**config.mk**
```make
export PLATFORM = sky130hd
export DESIGN_NAME = weight_normalize_systematic_resample_unit
export DESIGN_NICKNAME = d
export VERILOG_FILES = /design/src/rtl/core/wnsr_pkg.sv /design/src/rtl/core/wnsr_front.sv /design/src/rtl/core/wnsr_fifo.sv /design/src/rtl/core/wnsr_back.sv /design/src/rtl/core/weight_normalize_systematic_resample_unit.sv
export SDC_FILE = /design/constraint.sdc
export NUM_CORES = 2
export LEC_CHECK = 0
export BUFFER_PORTS_ARGS = -buffer_cell sky130_fd_sc_hd__clkbuf_2
export CAP_MARGIN = 20
export CORE_UTILIZATION = 30
export CTS_BUF_LIST = sky130_fd_sc_hd__clkbuf_4
export CTS_CLUSTER_DIAMETER = 60
export DETAILED_ROUTE_END_ITERATION = 8
export GPL_ROUTABILITY_DRIVEN = 0
export HOLD_SLACK_MARGIN = 0.02
export SLEW_MARGIN = 10
export SYNTH_ARGS = -nofsm -noshare
export SYNTH_HDL_FRONTEND = slang
export SYNTH_SLANG_ARGS = --single-unit
```
**constraint.sdc**
```tcl
create_clock -name clk_i -period 10.7 [get_ports clk_i]
set_input_delay 1.07 -clock clk_i [delete_from_list [all_inputs] [get_ports clk_i]]
set_output_delay 1.07 -clock clk_i [all_outputs]
set_load 0.05 [all_outputs]
```
**src/rtl/core/wnsr_pkg.sv**
```systemverilog
// ----------------------------------------------------------------------------
// wnsr_pkg
// Shared widths, sizes and the queue entry type of the weight normalize and
// systematic resample unit.
// ----------------------------------------------------------------------------
package wnsr_pkg;

  // particle set size and derived widths
  localparam int unsigned PARTICLES = 64;
  localparam int unsigned IDX_W     = 6;   // particle index
  localparam int unsigned CNT_W     = 7;   // particle count, holds PARTICLES itself
  localparam int unsigned FRAC_W    = 16;  // q0.16 inputs and offset
  localparam int unsigned W_W       = 32;  // product of prior and likelihood
  localparam int unsigned SUM_W     = 38;  // running total of products
  localparam int unsigned PROD_W    = W_W + CNT_W;   // weight times count
  localparam int unsigned LHS_W     = SUM_W + IDX_W; // cumulative weight times count
  localparam int unsigned RHS_W     = 60;  // (offset + n * 2^16) * total
  localparam int unsigned HALF_W    = 19;  // split of the total for the offset product

  // queue between front and back
  localparam int unsigned QUEUE_DEPTH = 2;
  localparam int unsigned QPTR_W      = 1;
  localparam int unsigned QCNT_W      = 2;

  // one classified particle on its way to the back end
  typedef struct packed {
    logic [W_W-1:0]   weight;
    logic [IDX_W-1:0] slot;
    logic             store;  // room left in the set, write it
    logic             last;   // closes the set, start resampling
  } entry_t;

endpackage

```
**src/rtl/core/wnsr_front.sv**
```systemverilog
// ----------------------------------------------------------------------------
// wnsr_front
// Input side: forms the particle weight and assigns it a slot in the set.
// ----------------------------------------------------------------------------
module wnsr_front (
  input  logic                        clk_i,
  input  logic                        rst_ni,
  input  logic                        in_valid_i,
  output logic                        in_stall_o,
  input  logic [wnsr_pkg::FRAC_W-1:0] prior_weight_i,
  input  logic [wnsr_pkg::FRAC_W-1:0] likelihood_i,
  input  logic                        last_particle_i,
  input  logic                        q_full_i,
  output logic                        q_push_o,
  output wnsr_pkg::entry_t            q_entry_o
);

  logic [wnsr_pkg::CNT_W-1:0] slot_q, slot_d;
  logic                       room;

  // accept whenever the queue has space
  assign in_stall_o = q_full_i;
  assign q_push_o   = in_valid_i & ~q_full_i;

  // classify: store while the set has room
  assign room = (slot_q < wnsr_pkg::CNT_W'(wnsr_pkg::PARTICLES));

  always_comb begin
    q_entry_o.weight = wnsr_pkg::W_W'(prior_weight_i) * wnsr_pkg::W_W'(likelihood_i);
    q_entry_o.slot   = slot_q[wnsr_pkg::IDX_W-1:0];
    q_entry_o.store  = room;
    q_entry_o.last   = last_particle_i;
  end

  // slot counter, restarts after the last particle of a set
  always_comb begin
    slot_d = slot_q;
    if (q_push_o) begin
      if (last_particle_i) begin
        slot_d = '0;
      end else if (room) begin
        slot_d = slot_q + wnsr_pkg::CNT_W'(1);
      end
    end
  end

  always_ff @(posedge clk_i or negedge rst_ni) begin
    if (!rst_ni) begin
      slot_q <= '0;
    end else begin
      slot_q <= slot_d;
    end
  end

endmodule

```
**src/rtl/core/wnsr_fifo.sv**
```systemverilog
// ----------------------------------------------------------------------------
// wnsr_fifo
// Short queue of classified particles between the front and the back end.
// ----------------------------------------------------------------------------
module wnsr_fifo (
  input  logic             clk_i,
  input  logic             rst_ni,
  input  logic             push_i,
  input  wnsr_pkg::entry_t entry_i,
  output logic             full_o,
  output logic             valid_o,
  input  logic             pop_i,
  output wnsr_pkg::entry_t entry_o
);

  wnsr_pkg::entry_t                 buf_q [wnsr_pkg::QUEUE_DEPTH];
  logic [wnsr_pkg::QPTR_W-1:0]      wr_q, wr_d, rd_q, rd_d;
  logic [wnsr_pkg::QCNT_W-1:0]      fill_q, fill_d;
  logic                             do_push, do_pop;

  assign full_o  = (fill_q == wnsr_pkg::QCNT_W'(wnsr_pkg::QUEUE_DEPTH));
  assign valid_o = (fill_q != '0);
  assign entry_o = buf_q[rd_q];
  assign do_push = push_i & ~full_o;
  assign do_pop  = pop_i & valid_o;

  // pointer and fill update
  always_comb begin
    wr_d   = do_push ? wr_q + wnsr_pkg::QPTR_W'(1) : wr_q;
    rd_d   = do_pop ? rd_q + wnsr_pkg::QPTR_W'(1) : rd_q;
    fill_d = fill_q;
    if (do_push && !do_pop) begin
      fill_d = fill_q + wnsr_pkg::QCNT_W'(1);
    end else if (!do_push && do_pop) begin
      fill_d = fill_q - wnsr_pkg::QCNT_W'(1);
    end
  end

  always_ff @(posedge clk_i or negedge rst_ni) begin
    if (!rst_ni) begin
      wr_q   <= '0;
      rd_q   <= '0;
      fill_q <= '0;
    end else begin
      wr_q   <= wr_d;
      rd_q   <= rd_d;
      fill_q <= fill_d;
    end
  end

  // entry storage
  always_ff @(posedge clk_i) begin
    if (do_push) begin
      buf_q[wr_q] <= entry_i;
    end
  end

endmodule

```
**src/rtl/core/wnsr_back.sv**
```systemverilog
// ----------------------------------------------------------------------------
// wnsr_back
// Back end: stores weights and the running total, then walks the cumulative
// weights once per set and emits one resampled index per slot.
// ----------------------------------------------------------------------------
module wnsr_back (
  input  logic                        clk_i,
  input  logic                        rst_ni,
  input  logic [wnsr_pkg::FRAC_W-1:0] offset_i,
  input  logic                        q_valid_i,
  input  wnsr_pkg::entry_t            q_entry_i,
  output logic                        q_pop_o,
  output logic                        out_valid_o,
  input  logic                        out_stall_i,
  output logic [wnsr_pkg::IDX_W-1:0]  selected_index_o,
  output logic                        last_slot_o
);

  localparam logic [2:0] ST_LOAD = 3'd0;
  localparam logic [2:0] ST_PRE0 = 3'd1;
  localparam logic [2:0] ST_PRE1 = 3'd2;
  localparam logic [2:0] ST_PRE2 = 3'd3;
  localparam logic [2:0] ST_WALK = 3'd4;

  localparam int unsigned OFS_W = wnsr_pkg::FRAC_W + wnsr_pkg::HALF_W;

  logic [2:0]                  state_q, state_d;
  logic [wnsr_pkg::CNT_W-1:0]  cnt_q, cnt_d;
  logic [wnsr_pkg::SUM_W-1:0]  sum_q, sum_d;
  logic [wnsr_pkg::IDX_W-1:0]  k_q, k_d, n_q, n_d, fp_q, fp_d;
  logic                        out_valid_q, out_valid_d;

  logic [wnsr_pkg::W_W-1:0]    mem [wnsr_pkg::PARTICLES];
  logic [wnsr_pkg::W_W-1:0]    rd_q;
  logic [wnsr_pkg::PROD_W-1:0] prod_q, mul_w;
  logic [wnsr_pkg::LHS_W-1:0]  lhs_q;
  logic [wnsr_pkg::RHS_W-1:0]  rhs_q;
  logic [OFS_W-1:0]            mul_u;
  logic [wnsr_pkg::IDX_W-1:0]  sel_q;
  logic                        last_q;

  logic pop, mem_we, rd_en, prime, adv, emit, emit_last, out_free;

  // memory write on load, read for prefetch during setup and advance
  assign pop    = (state_q == ST_LOAD) & q_valid_i;
  assign mem_we = pop & q_entry_i.store;
  assign prime  = (state_q == ST_PRE0) | (state_q == ST_PRE1) | (state_q == ST_PRE2);
  assign q_pop_o = pop;

  // weight times count and offset times half of the total
  assign mul_w = wnsr_pkg::PROD_W'(rd_q) * wnsr_pkg::PROD_W'(cnt_q);
  assign mul_u = OFS_W'(offset_i) *
                 OFS_W'((state_q == ST_PRE0) ? sum_q[wnsr_pkg::HALF_W-1:0]
                                             : sum_q[wnsr_pkg::SUM_W-1:wnsr_pkg::HALF_W]);

  // walk decision: advance k while the threshold is not yet passed
  assign out_free  = ~out_valid_q | ~out_stall_i;
  assign adv       = (state_q == ST_WALK) && (sum_q != '0) &&
                     (lhs_q <= rhs_q[wnsr_pkg::RHS_W-1:wnsr_pkg::FRAC_W]) &&
                     ({1'b0, k_q} + wnsr_pkg::CNT_W'(1) < cnt_q);
  assign emit      = (state_q == ST_WALK) & ~adv & out_free;
  assign emit_last = emit & ({1'b0, n_q} + wnsr_pkg::CNT_W'(1) == cnt_q);
  assign rd_en     = prime | adv;

  // sequencer
  always_comb begin
    state_d     = state_q;
    cnt_d       = cnt_q;
    sum_d       = sum_q;
    k_d         = k_q;
    n_d         = n_q;
    fp_d        = fp_q;
    out_valid_d = out_free ? 1'b0 : out_valid_q;
    case (state_q)
      ST_LOAD: begin
        if (pop) begin
          if (q_entry_i.store) begin
            sum_d = sum_q + wnsr_pkg::SUM_W'(q_entry_i.weight);
            cnt_d = {1'b0, q_entry_i.slot} + wnsr_pkg::CNT_W'(1);
          end
          if (q_entry_i.last) begin
            state_d = ST_PRE0;
            fp_d    = '0;
          end
        end
      end
      ST_PRE0: begin
        state_d = ST_PRE1;
        fp_d    = fp_q + wnsr_pkg::IDX_W'(1);
      end
      ST_PRE1: begin
        state_d = ST_PRE2;
        fp_d    = fp_q + wnsr_pkg::IDX_W'(1);
      end
      ST_PRE2: begin
        state_d = ST_WALK;
        fp_d    = fp_q + wnsr_pkg::IDX_W'(1);
        k_d     = '0;
        n_d     = '0;
      end
      ST_WALK: begin
        if (adv) begin
          k_d  = k_q + wnsr_pkg::IDX_W'(1);
          fp_d = fp_q + wnsr_pkg::IDX_W'(1);
        end else if (emit) begin
          out_valid_d = 1'b1;
          n_d         = n_q + wnsr_pkg::IDX_W'(1);
          if (emit_last) begin
            state_d = ST_LOAD;
            sum_d   = '0;
            cnt_d   = '0;
          end
        end
      end
      default: begin
        state_d = ST_LOAD;
      end
    endcase
  end

  always_ff @(posedge clk_i or negedge rst_ni) begin
    if (!rst_ni) begin
      state_q     <= ST_LOAD;
      cnt_q       <= '0;
      sum_q       <= '0;
      k_q         <= '0;
      n_q         <= '0;
      fp_q        <= '0;
      out_valid_q <= 1'b0;
    end else begin
      state_q     <= state_d;
      cnt_q       <= cnt_d;
      sum_q       <= sum_d;
      k_q         <= k_d;
      n_q         <= n_d;
      fp_q        <= fp_d;
      out_valid_q <= out_valid_d;
    end
  end

  // weight memory, one write and one registered read port
  always_ff @(posedge clk_i) begin
    if (mem_we) begin
      mem[q_entry_i.slot] <= q_entry_i.weight;
    end
    if (rd_en) begin
      rd_q <= mem[fp_q];
    end
  end

  // datapath: product pipeline, cumulative and threshold accumulators
  always_ff @(posedge clk_i) begin
    if ((state_q == ST_PRE1) || (state_q == ST_PRE2) || adv) begin
      prod_q <= mul_w;
    end
    if (state_q == ST_PRE2) begin
      lhs_q <= wnsr_pkg::LHS_W'(prod_q);
    end else if (adv) begin
      lhs_q <= lhs_q + wnsr_pkg::LHS_W'(prod_q);
    end
    if (state_q == ST_PRE0) begin
      rhs_q <= wnsr_pkg::RHS_W'(mul_u);
    end else if (state_q == ST_PRE1) begin
      rhs_q <= rhs_q + (wnsr_pkg::RHS_W'(mul_u) << wnsr_pkg::HALF_W);
    end else if (emit) begin
      rhs_q <= rhs_q + (wnsr_pkg::RHS_W'(sum_q) << wnsr_pkg::FRAC_W);
    end
    if (emit) begin
      sel_q  <= (sum_q == '0) ? n_q : k_q;
      last_q <= emit_last;
    end
  end

  assign out_valid_o      = out_valid_q;
  assign selected_index_o = sel_q;
  assign last_slot_o      = last_q;

  // walk indices stay inside the loaded set
  assert property (@(posedge clk_i) disable iff (!rst_ni)
    (state_q == ST_WALK) |-> (({1'b0, k_q} < cnt_q) && ({1'b0, n_q} < cnt_q)))
    else $error("walk index outside particle set");

  // a zero total never moves the cumulative pointer
  assert property (@(posedge clk_i) disable iff (!rst_ni)
    ((state_q == ST_WALK) && (sum_q == '0)) |-> (k_q == '0))
    else $error("pointer moved with zero total");

  // cumulative weight never shrinks during a walk
  assert property (@(posedge clk_i) disable iff (!rst_ni)
    ((state_q == ST_WALK) && $past(state_q == ST_WALK)) |-> (lhs_q >= $past(lhs_q)))
    else $error("cumulative weight decreased");

  // the queue is not drained while a set is being resampled
  assert property (@(posedge clk_i) disable iff (!rst_ni)
    (state_q != ST_LOAD) |-> !q_pop_o)
    else $error("queue popped during resampling");

endmodule

```
**src/rtl/core/weight_normalize_systematic_resample_unit.sv**
```systemverilog
// ----------------------------------------------------------------------------
// weight_normalize_systematic_resample_unit
// Systematic resampling of a weighted particle set of up to 64 particles.
// ----------------------------------------------------------------------------
// Usage:
//   Input channel (in_valid_i / in_stall_o) moves one particle per transfer:
//   prior weight and likelihood, both q0.16. Their product is stored and
//   summed. A transfer with last_particle_i set closes the set.
//   Output channel (out_valid_o / out_stall_i) then moves N transfers, one
//   per slot, each carrying the index of the particle copied into it;
//   last_slot_o marks the final one. A set with a zero total gives index n
//   in slot n.
//   Config channel (cfg_valid_i / cfg_ready_o, always ready) writes the
//   16-bit systematic start offset, a fraction of one slot.
//   Loading takes one particle per cycle while in_stall_o is low. After the
//   closing particle the back end passes its setup states ST_PRE0, ST_PRE1
//   and ST_PRE2, then walks, each step either emitting a slot or moving the
//   cumulative pointer on, paced by the single read port of the weight memory.
//   A two-entry queue keeps taking particles of the next set during a walk
//   and raises in_stall_o once it is full.
//   When out_stall_i is high the output register holds its data and the walk
//   stops at its next slot. Reset clears the set, the offset and the output valid.
// ----------------------------------------------------------------------------
module weight_normalize_systematic_resample_unit (
  input  logic                        clk_i,
  input  logic                        rst_ni,
  input  logic                        in_valid_i,
  output logic                        in_stall_o,
  input  logic [wnsr_pkg::FRAC_W-1:0] prior_weight_i,
  input  logic [wnsr_pkg::FRAC_W-1:0] likelihood_i,
  input  logic                        last_particle_i,
  output logic                        out_valid_o,
  input  logic                        out_stall_i,
  output logic [wnsr_pkg::IDX_W-1:0]  selected_index_o,
  output logic                        last_slot_o,
  input  logic                        cfg_valid_i,
  output logic                        cfg_ready_o,
  input  logic [wnsr_pkg::FRAC_W-1:0] cfg_data_i
);

  logic [wnsr_pkg::FRAC_W-1:0] offset_q, offset_d;
  logic                        q_push, q_full, q_valid, q_pop;
  wnsr_pkg::entry_t            q_in, q_out;

  // offset register
  assign cfg_ready_o = 1'b1;
  assign offset_d    = (cfg_valid_i && cfg_ready_o) ? cfg_data_i : offset_q;

  always_ff @(posedge clk_i or negedge rst_ni) begin
    if (!rst_ni) begin
      offset_q <= '0;
    end else begin
      offset_q <= offset_d;
    end
  end

  // front end: weight product and slot assignment
  wnsr_front u_front (
    .clk_i           (clk_i),
    .rst_ni          (rst_ni),
    .in_valid_i      (in_valid_i),
    .in_stall_o      (in_stall_o),
    .prior_weight_i  (prior_weight_i),
    .likelihood_i    (likelihood_i),
    .last_particle_i (last_particle_i),
    .q_full_i        (q_full),
    .q_push_o        (q_push),
    .q_entry_o       (q_in)
  );

  // decoupling queue
  wnsr_fifo u_fifo (
    .clk_i   (clk_i),
    .rst_ni  (rst_ni),
    .push_i  (q_push),
    .entry_i (q_in),
    .full_o  (q_full),
    .valid_o (q_valid),
    .pop_i   (q_pop),
    .entry_o (q_out)
  );

  // back end: storage, total and resampling walk
  wnsr_back u_back (
    .clk_i            (clk_i),
    .rst_ni           (rst_ni),
    .offset_i         (offset_q),
    .q_valid_i        (q_valid),
    .q_entry_i        (q_out),
    .q_pop_o          (q_pop),
    .out_valid_o      (out_valid_o),
    .out_stall_i      (out_stall_i),
    .selected_index_o (selected_index_o),
    .last_slot_o      (last_slot_o)
  );

endmodule

```
# Word level (Yosys, flattened, before mapping)
# Memories as Yosys holds them, arrays and structs flattened. A register that Yosys moved wholly into a read port is not among the register bits.
# Cells that the tools add are included.
# classes
addsub	15
multipliers	3
n_lt_le_gt_ge	3
eq_ne	13
mux	46
bitwise_logic	16
reduce_logical	28
# op_table
operator	n
$mux W38	5
$add A60 B54 Y60	2
$mux W60	2
$mux W39	2
$pmux W38 S2	1
$mux W7	7
$add A44 B39 Y44	1
$le A44 B44 Y1	1
$mux W6	7
$mul A32 B7 Y39	1
$add A38 B32 Y38	1
$logic_not A38 Y1	1
$reduce_bool A38 Y1	1
$mul A16 B35 Y35	1
$mux W35	1
$mul A16 B16 Y32	1
$pmux W6 S2	2
$add A6 B1 Y7 const B	3
$mux W19	1
$add A6 B1 Y6 const B	3
$pmux W6 S3	1
$mux W3	5
$pmux W3 S5	1
$pmux W7 S2	1
other kinds (30)	72
# word_totals
reg_bits	244
ram_bits	2128
inputBits	54
output_inout_bits	10
n_memories	2
# mem_list
name	words	width	rd	rd_clocked_by_memory_dff	wr	line	text
u_back.mem	64	32	1	1	1	wnsr_back.sv:33	logic [wnsr_pkg::W_W-1:0] mem [wnsr_pkg::PARTICLES];
u_fifo.buf_q	2	40	1	0	1	wnsr_fifo.sv:16	wnsr_pkg::entry_t buf_q [wnsr_pkg::QUEUE_DEPTH];

# Logic depth before layout (Yosys ltp)
# depth
word_depth	12
depth_mapped	39
mapped_depth_nobuf	36

# Modules after synthesis
# A second synthesis with hierarchy kept.
# unflattened
cells_unflattened	8090
area_unflattened_um2	124931.1
# by_module_without_submodules
module	n_inst	cells_each	area_each_um2	seq_area_each_um2
wnsr_back	1	6881	112090.0	67860.1
wnsr_front	1	1029	8889.8	175.2
wnsr_fifo	1	144	3290.7	2502.4
weight_normalize_systematic_resample_unit	1	36	660.6	400.4

# Least setup slack after synthesis
# Ideal clock, no wire load.
# synth_timing
kind	register to register
from	register u_back.state_q[0]
to	register u_back.rhs_q[59] (netlist bit)
arrival_ns	8.531
path_slack_ns	2.042
stages_incl_launch_ff	39
path_cell_list	dfrtp_1 -> clkbuf_1 -> and3_1 -> clkbuf_1 -> clkbuf_1 -> nand2_1 -> nand2_1 -> clkbuf_1 -> nand2_1 -> fa_1 -> inv_1 -> fa_1 -> inv_1 -> fa_1 -> inv_1 -> fa_1 -> fa_1 -> inv_1 -> [3 not listed] -> inv_1 -> nor2_1 -> nor2_1 -> o31a_1 -> or4_1 -> a311o_1 -> xnor2_1 -> ha_1 -> a21o_1 -> a21oi_1 -> nor2b_1 -> o221ai_1 -> a41oi_1 -> a21oi_1 -> a31oi_1 -> o311ai_0 -> xnor2_1 -> nor2_1
# synth_between
elab_chain_cells	8
word_cells_on_any_way	14
cone_classes	1 x add/sub; 1 x mul; 3 x eq/ne; 2 x mux; 3 x bitwise; 4 x reduce/logical
# synth_lines
item	line	text
start, declared	wnsr_back.sv:27	logic [2:0] state_q, state_d;
start signal, assigned	wnsr_back.sv:131	state_q <= state_d;
parallel branches: the longest is 8 deep, another holds $add A60 B54 Y60	-	
end signal, assigned	wnsr_back.sv:162	rhs_q <= wnsr_pkg::RHS_W'(mul_u);
end signal, assigned	wnsr_back.sv:164	rhs_q <= rhs_q + (wnsr_pkg::RHS_W'(mul_u) << wnsr_pkg::HALF_W);
end signal, assigned	wnsr_back.sv:166	rhs_q <= rhs_q + (wnsr_pkg::RHS_W'(sum_q) << wnsr_pkg::FRAC_W);
end, declared	wnsr_back.sv:37	logic [wnsr_pkg::RHS_W-1:0] rhs_q;
# Several ways; the timed one is not identified.
# A chain may end at the register's enable or synchronous reset.

# Worst setup path in the final report
# layout_timing
from	register u_back.state_q[1]
to	register u_back.rhs_q[59] (netlist bit)
# Same word-level chain as after synthesis.

==> impl_metrics.csv <==
group,metric,value,unit
routing,postRouteAntennaNets,1,
placement,port_buffers,62,
global_routing,grt_overflow,0,
sta,slew_headroom,24.0,%
finish,nFillCells,39300,
sta,final_hold_viol_count,0,
sta,rsz0062_at_grt,"false",
hold_path,hold_start,"last_particle_i",
synth,yosysTopAreaCellShare,54.8,%
die,ioPinCount,64,
synth,ys_seq_area_share,57.1,%
synth,synth_top_cell_by_area,"edfxtp_1",
global_routing,grt_pass1_wl,493,mm
synth,synth-seq-cells,2388,
synth,yosys_most_used_dff,"edfxtp_1",
sta,finalSetupTns,0,ns
die,die-area,416000,um2
global_routing,antenna_found_initial,31,
clock_tree,post-cts-setup-buffers,0,
routing,vias,73200,
sta,setup-violations-final,0,
clock_tree,path_clk_slew,0.07,ns
worst_setup_path,critPathMaxFanout,16,
sta,slew_violations,0,
global_routing,use_met2,26.5,%
sta,max_freq,99.1,MHz
hold_path,hold_depth,2,
clock_tree,worstSkewPairLatency,1.35,ns
worst_setup_path,crit_top_cell,"fa_1",
worst_setup_path,path_buf_inv,3,
routing,drtIter0Drc,6997,
worst_setup_path,critPathSlowestCell,"fa_1",
die,initial_core_util,30.2,%
sta,min_period,10.09,ns
clock_tree,cts_tree,"done",
routing,firstDrtPassIters,5,
global_routing,grtUsageMet1,20.3,%
worst_setup_path,cp_data_arrival_time,11.23,ns
synth,syn_inst,8098,
placement,dp_hpwl,206,mm
die,core,411000,um2
synth,yosysWarnings,0,
global_routing,top_usage_layer,"met2",
synth,synth_area,124000,um2
clock_tree,cts_root_buf,"clkbuf_4",
placement,dp_slack,0.598,ns
worst_setup_path,path_class,"register to register",
clock_tree,cts_num_sinks,2388,
routing,wl,333,mm
run_status,violations,"antenna rules",
synth,synth_area_leaders,"edfxtp_1 (55%), mux4_2 (12%), fa_1 (9.4%), ha_1 (4.8%), nand2_1 (2.5%)",
worst_setup_path,r2r.worst_path.cells,32,
finish,drive_gt1_share,21.7,%
die,die-height,645,um
worst_setup_path,crit_family,"adder cells",
clock_tree,htreeDepth,6,
hold_path,hold_class,"input pin to register",
synth,async_reset_ff_share,3.94,%
finish,mostFrequentLayoutCells,"edfxtp_1 (2264), clkbuf_4 (848), nand2_1 (825)",
finish,syn2layout_area_growth,12.1,%
flow_run,maxCapViolations,0,
finish,fin_nets,9699,
synth,syn_nets,9209,
clock_tree,cts.path.max_buffers,4,
die,die_x,645,um
worst_setup_path,critPathMaxStageDelay,0.59,ns
synth,synth_edf_count,2264,
global_routing,grt_max_degree,136,
synth,syn_avg_cell_area,15.3,um2
sta,fin_crit_sh,94.3,%
worst_setup_path,cp-end-kind,"register",
worst_setup_path,reg2reg_to,"u_back.rhs_q[59]",
synth,synth.distinct_cells,78,
global_routing,met3_usage,2.92,%
global_routing,grt_pass1_vias,77200,
routing,via_per_inst,5.07,
worst_setup_path,r2r_start,"u_back.state_q[1]",
die,rows,235,
worst_setup_path,cp.required,11.84,ns
sta,worst-slew-pin-transition,1.14,ns
run_status,status,"finished with violations",
hold_path,hold_path_end,"u_front.slot_q[5]",
clock_tree,cts_made_buffers,599,
routing,wl_per_cell,23.1,um
sta,layout_setup_ws,0.606,ns
global_routing,grtUsageTotal,15.8,%
routing,drc,0,
worst_setup_path,r2r_setup_slack,0.61,ns
sta,skew,0.194,ns
finish,final_common_cell,"edfxtp_1",
worst_setup_path,cp-start-kind,"register",
-- how the worst max path moves through the flow --
stage                           start                to  depth (start not counted)
finish              u_back.state_q[1]  u_back.rhs_q[59]                         32
global route        u_back.state_q[1]  u_back.rhs_q[58]                         32
CTS                 u_back.state_q[1]  u_back.rhs_q[59]                         32
detailed placement  u_back.state_q[1]  u_back.rhs_q[59]                         32
global placement    u_back.state_q[1]  u_back.rhs_q[59]                         32
floorplan           u_back.state_q[0]  u_back.rhs_q[59]                         38
-- repair_timing --
item | in CTS | in global routing
hold buffers | 17 | 0
endpoints found under the hold margin | 43 | 0
setup endpoints to repair | 0 | 3
resized for setup | 0 | 1
-- through the flow --
step                      utilization (%)  std cells  hold WS, ns  area (um2)
after CTS                            33.9      14400       0.0801      139000
after global routing                 33.9      14400        0.121      139000
after detailed placement             32.1      13400        0.460      132000
after floorplan                         -       8098        0.433      124000
after global placement               32.1      13400        0.459      132000
final                                33.9      14400        0.211      139000
-- worst register-to-register path, delay by kind of cell (launching register included) --
family | cells | cell delay [ns]
AO/OA/AOI/OAI | 11 | 2.49
XOR/XNOR | 2 | 0.53
adder cells (fa/ha/maj) | 8 | 3.84
buffers and inverters | 3 | 0.57
flip-flops | 1 | 0.45
AND/OR/NAND/NOR | 8 | 2.13
-- logic make-up after synthesis --
group                    Yosys count  share of synthesized area [%]
buffers and inverters           1069                           3.24
flip-flops                      2388                           57.1
AO/OA/AOI/OAI                    913                           4.72
multiplexers                     748                           12.9
XOR/XNOR                         227                           1.60
other                              1                        0.00302
adder cells (fa/ha/maj)         1057                           14.2
AND/OR/NAND/NOR                 1695                           6.26
-- layer usage --
metal | wire, um | vias to the layer above
met4 | 11900 | 12
li1 | - | 31400
met2 | 161000 | 2984
met3 | 24400 | 577
met5 | 81 | -
met1 | 136000 | 38200
-- flip-flops by register name (all words and copies together), names as in the netlist, named ones only --
signal / count
u_back.mem: 2048
u_fifo.buf_q: 80
u_back.lhs_q: 44
u_back.rhs_q: 44
u_back.prod_q: 39
u_back.sum_q: 38
u_back.rd_q: 32
offset_q: 16
u_back.cnt_q: 7
u_front.slot_q: 7
u_back.fp_q: 6
u_back.k_q: 6
u_back.n_q: 6
u_back.selected_index_o: 6
u_back.state_q: 3
u_fifo.fill_q: 2
u_back.last_slot_o: 1
u_fifo.rd_q: 1
u_fifo.wr_q: 1
-- cell type report --
cell class	count	area, um2	share of cell area (%)
Sequential cell	2388	71000	51.0
Multi-Input combinational cell	4641	49700	35.7
Tap cell	5451	6820	4.90
Clock buffer	848	6370	4.57
Inverter	727	2730	1.96
Timing Repair Buffer	231	1720	1.24
Clock inverter	137	798	0.573
Antenna cell	24	60.1	0.0431
-- cells in the mapped netlist, types with 39 or more instances --
cell,instances
a211oi_1,39
a21o_1,115
a21oi_1,264
and2_1,282
buf_1,53
clkbuf_1,287
dfrtp_1,94
edfxtp_1,2264
fa_1,583
ha_1,474
inv_1,727
mux2_2,61
mux4_2,672
nand2_1,825
nand3_1,79
nor2_1,254
nor3_1,63
o21a_1,44
o21ai_0,203
xnor2_1,138
xor2_1,89
Power is left out: the tool's default activity adds up to more than one toggle a clock period on the data nets, which glitch-free logic cannot reach.
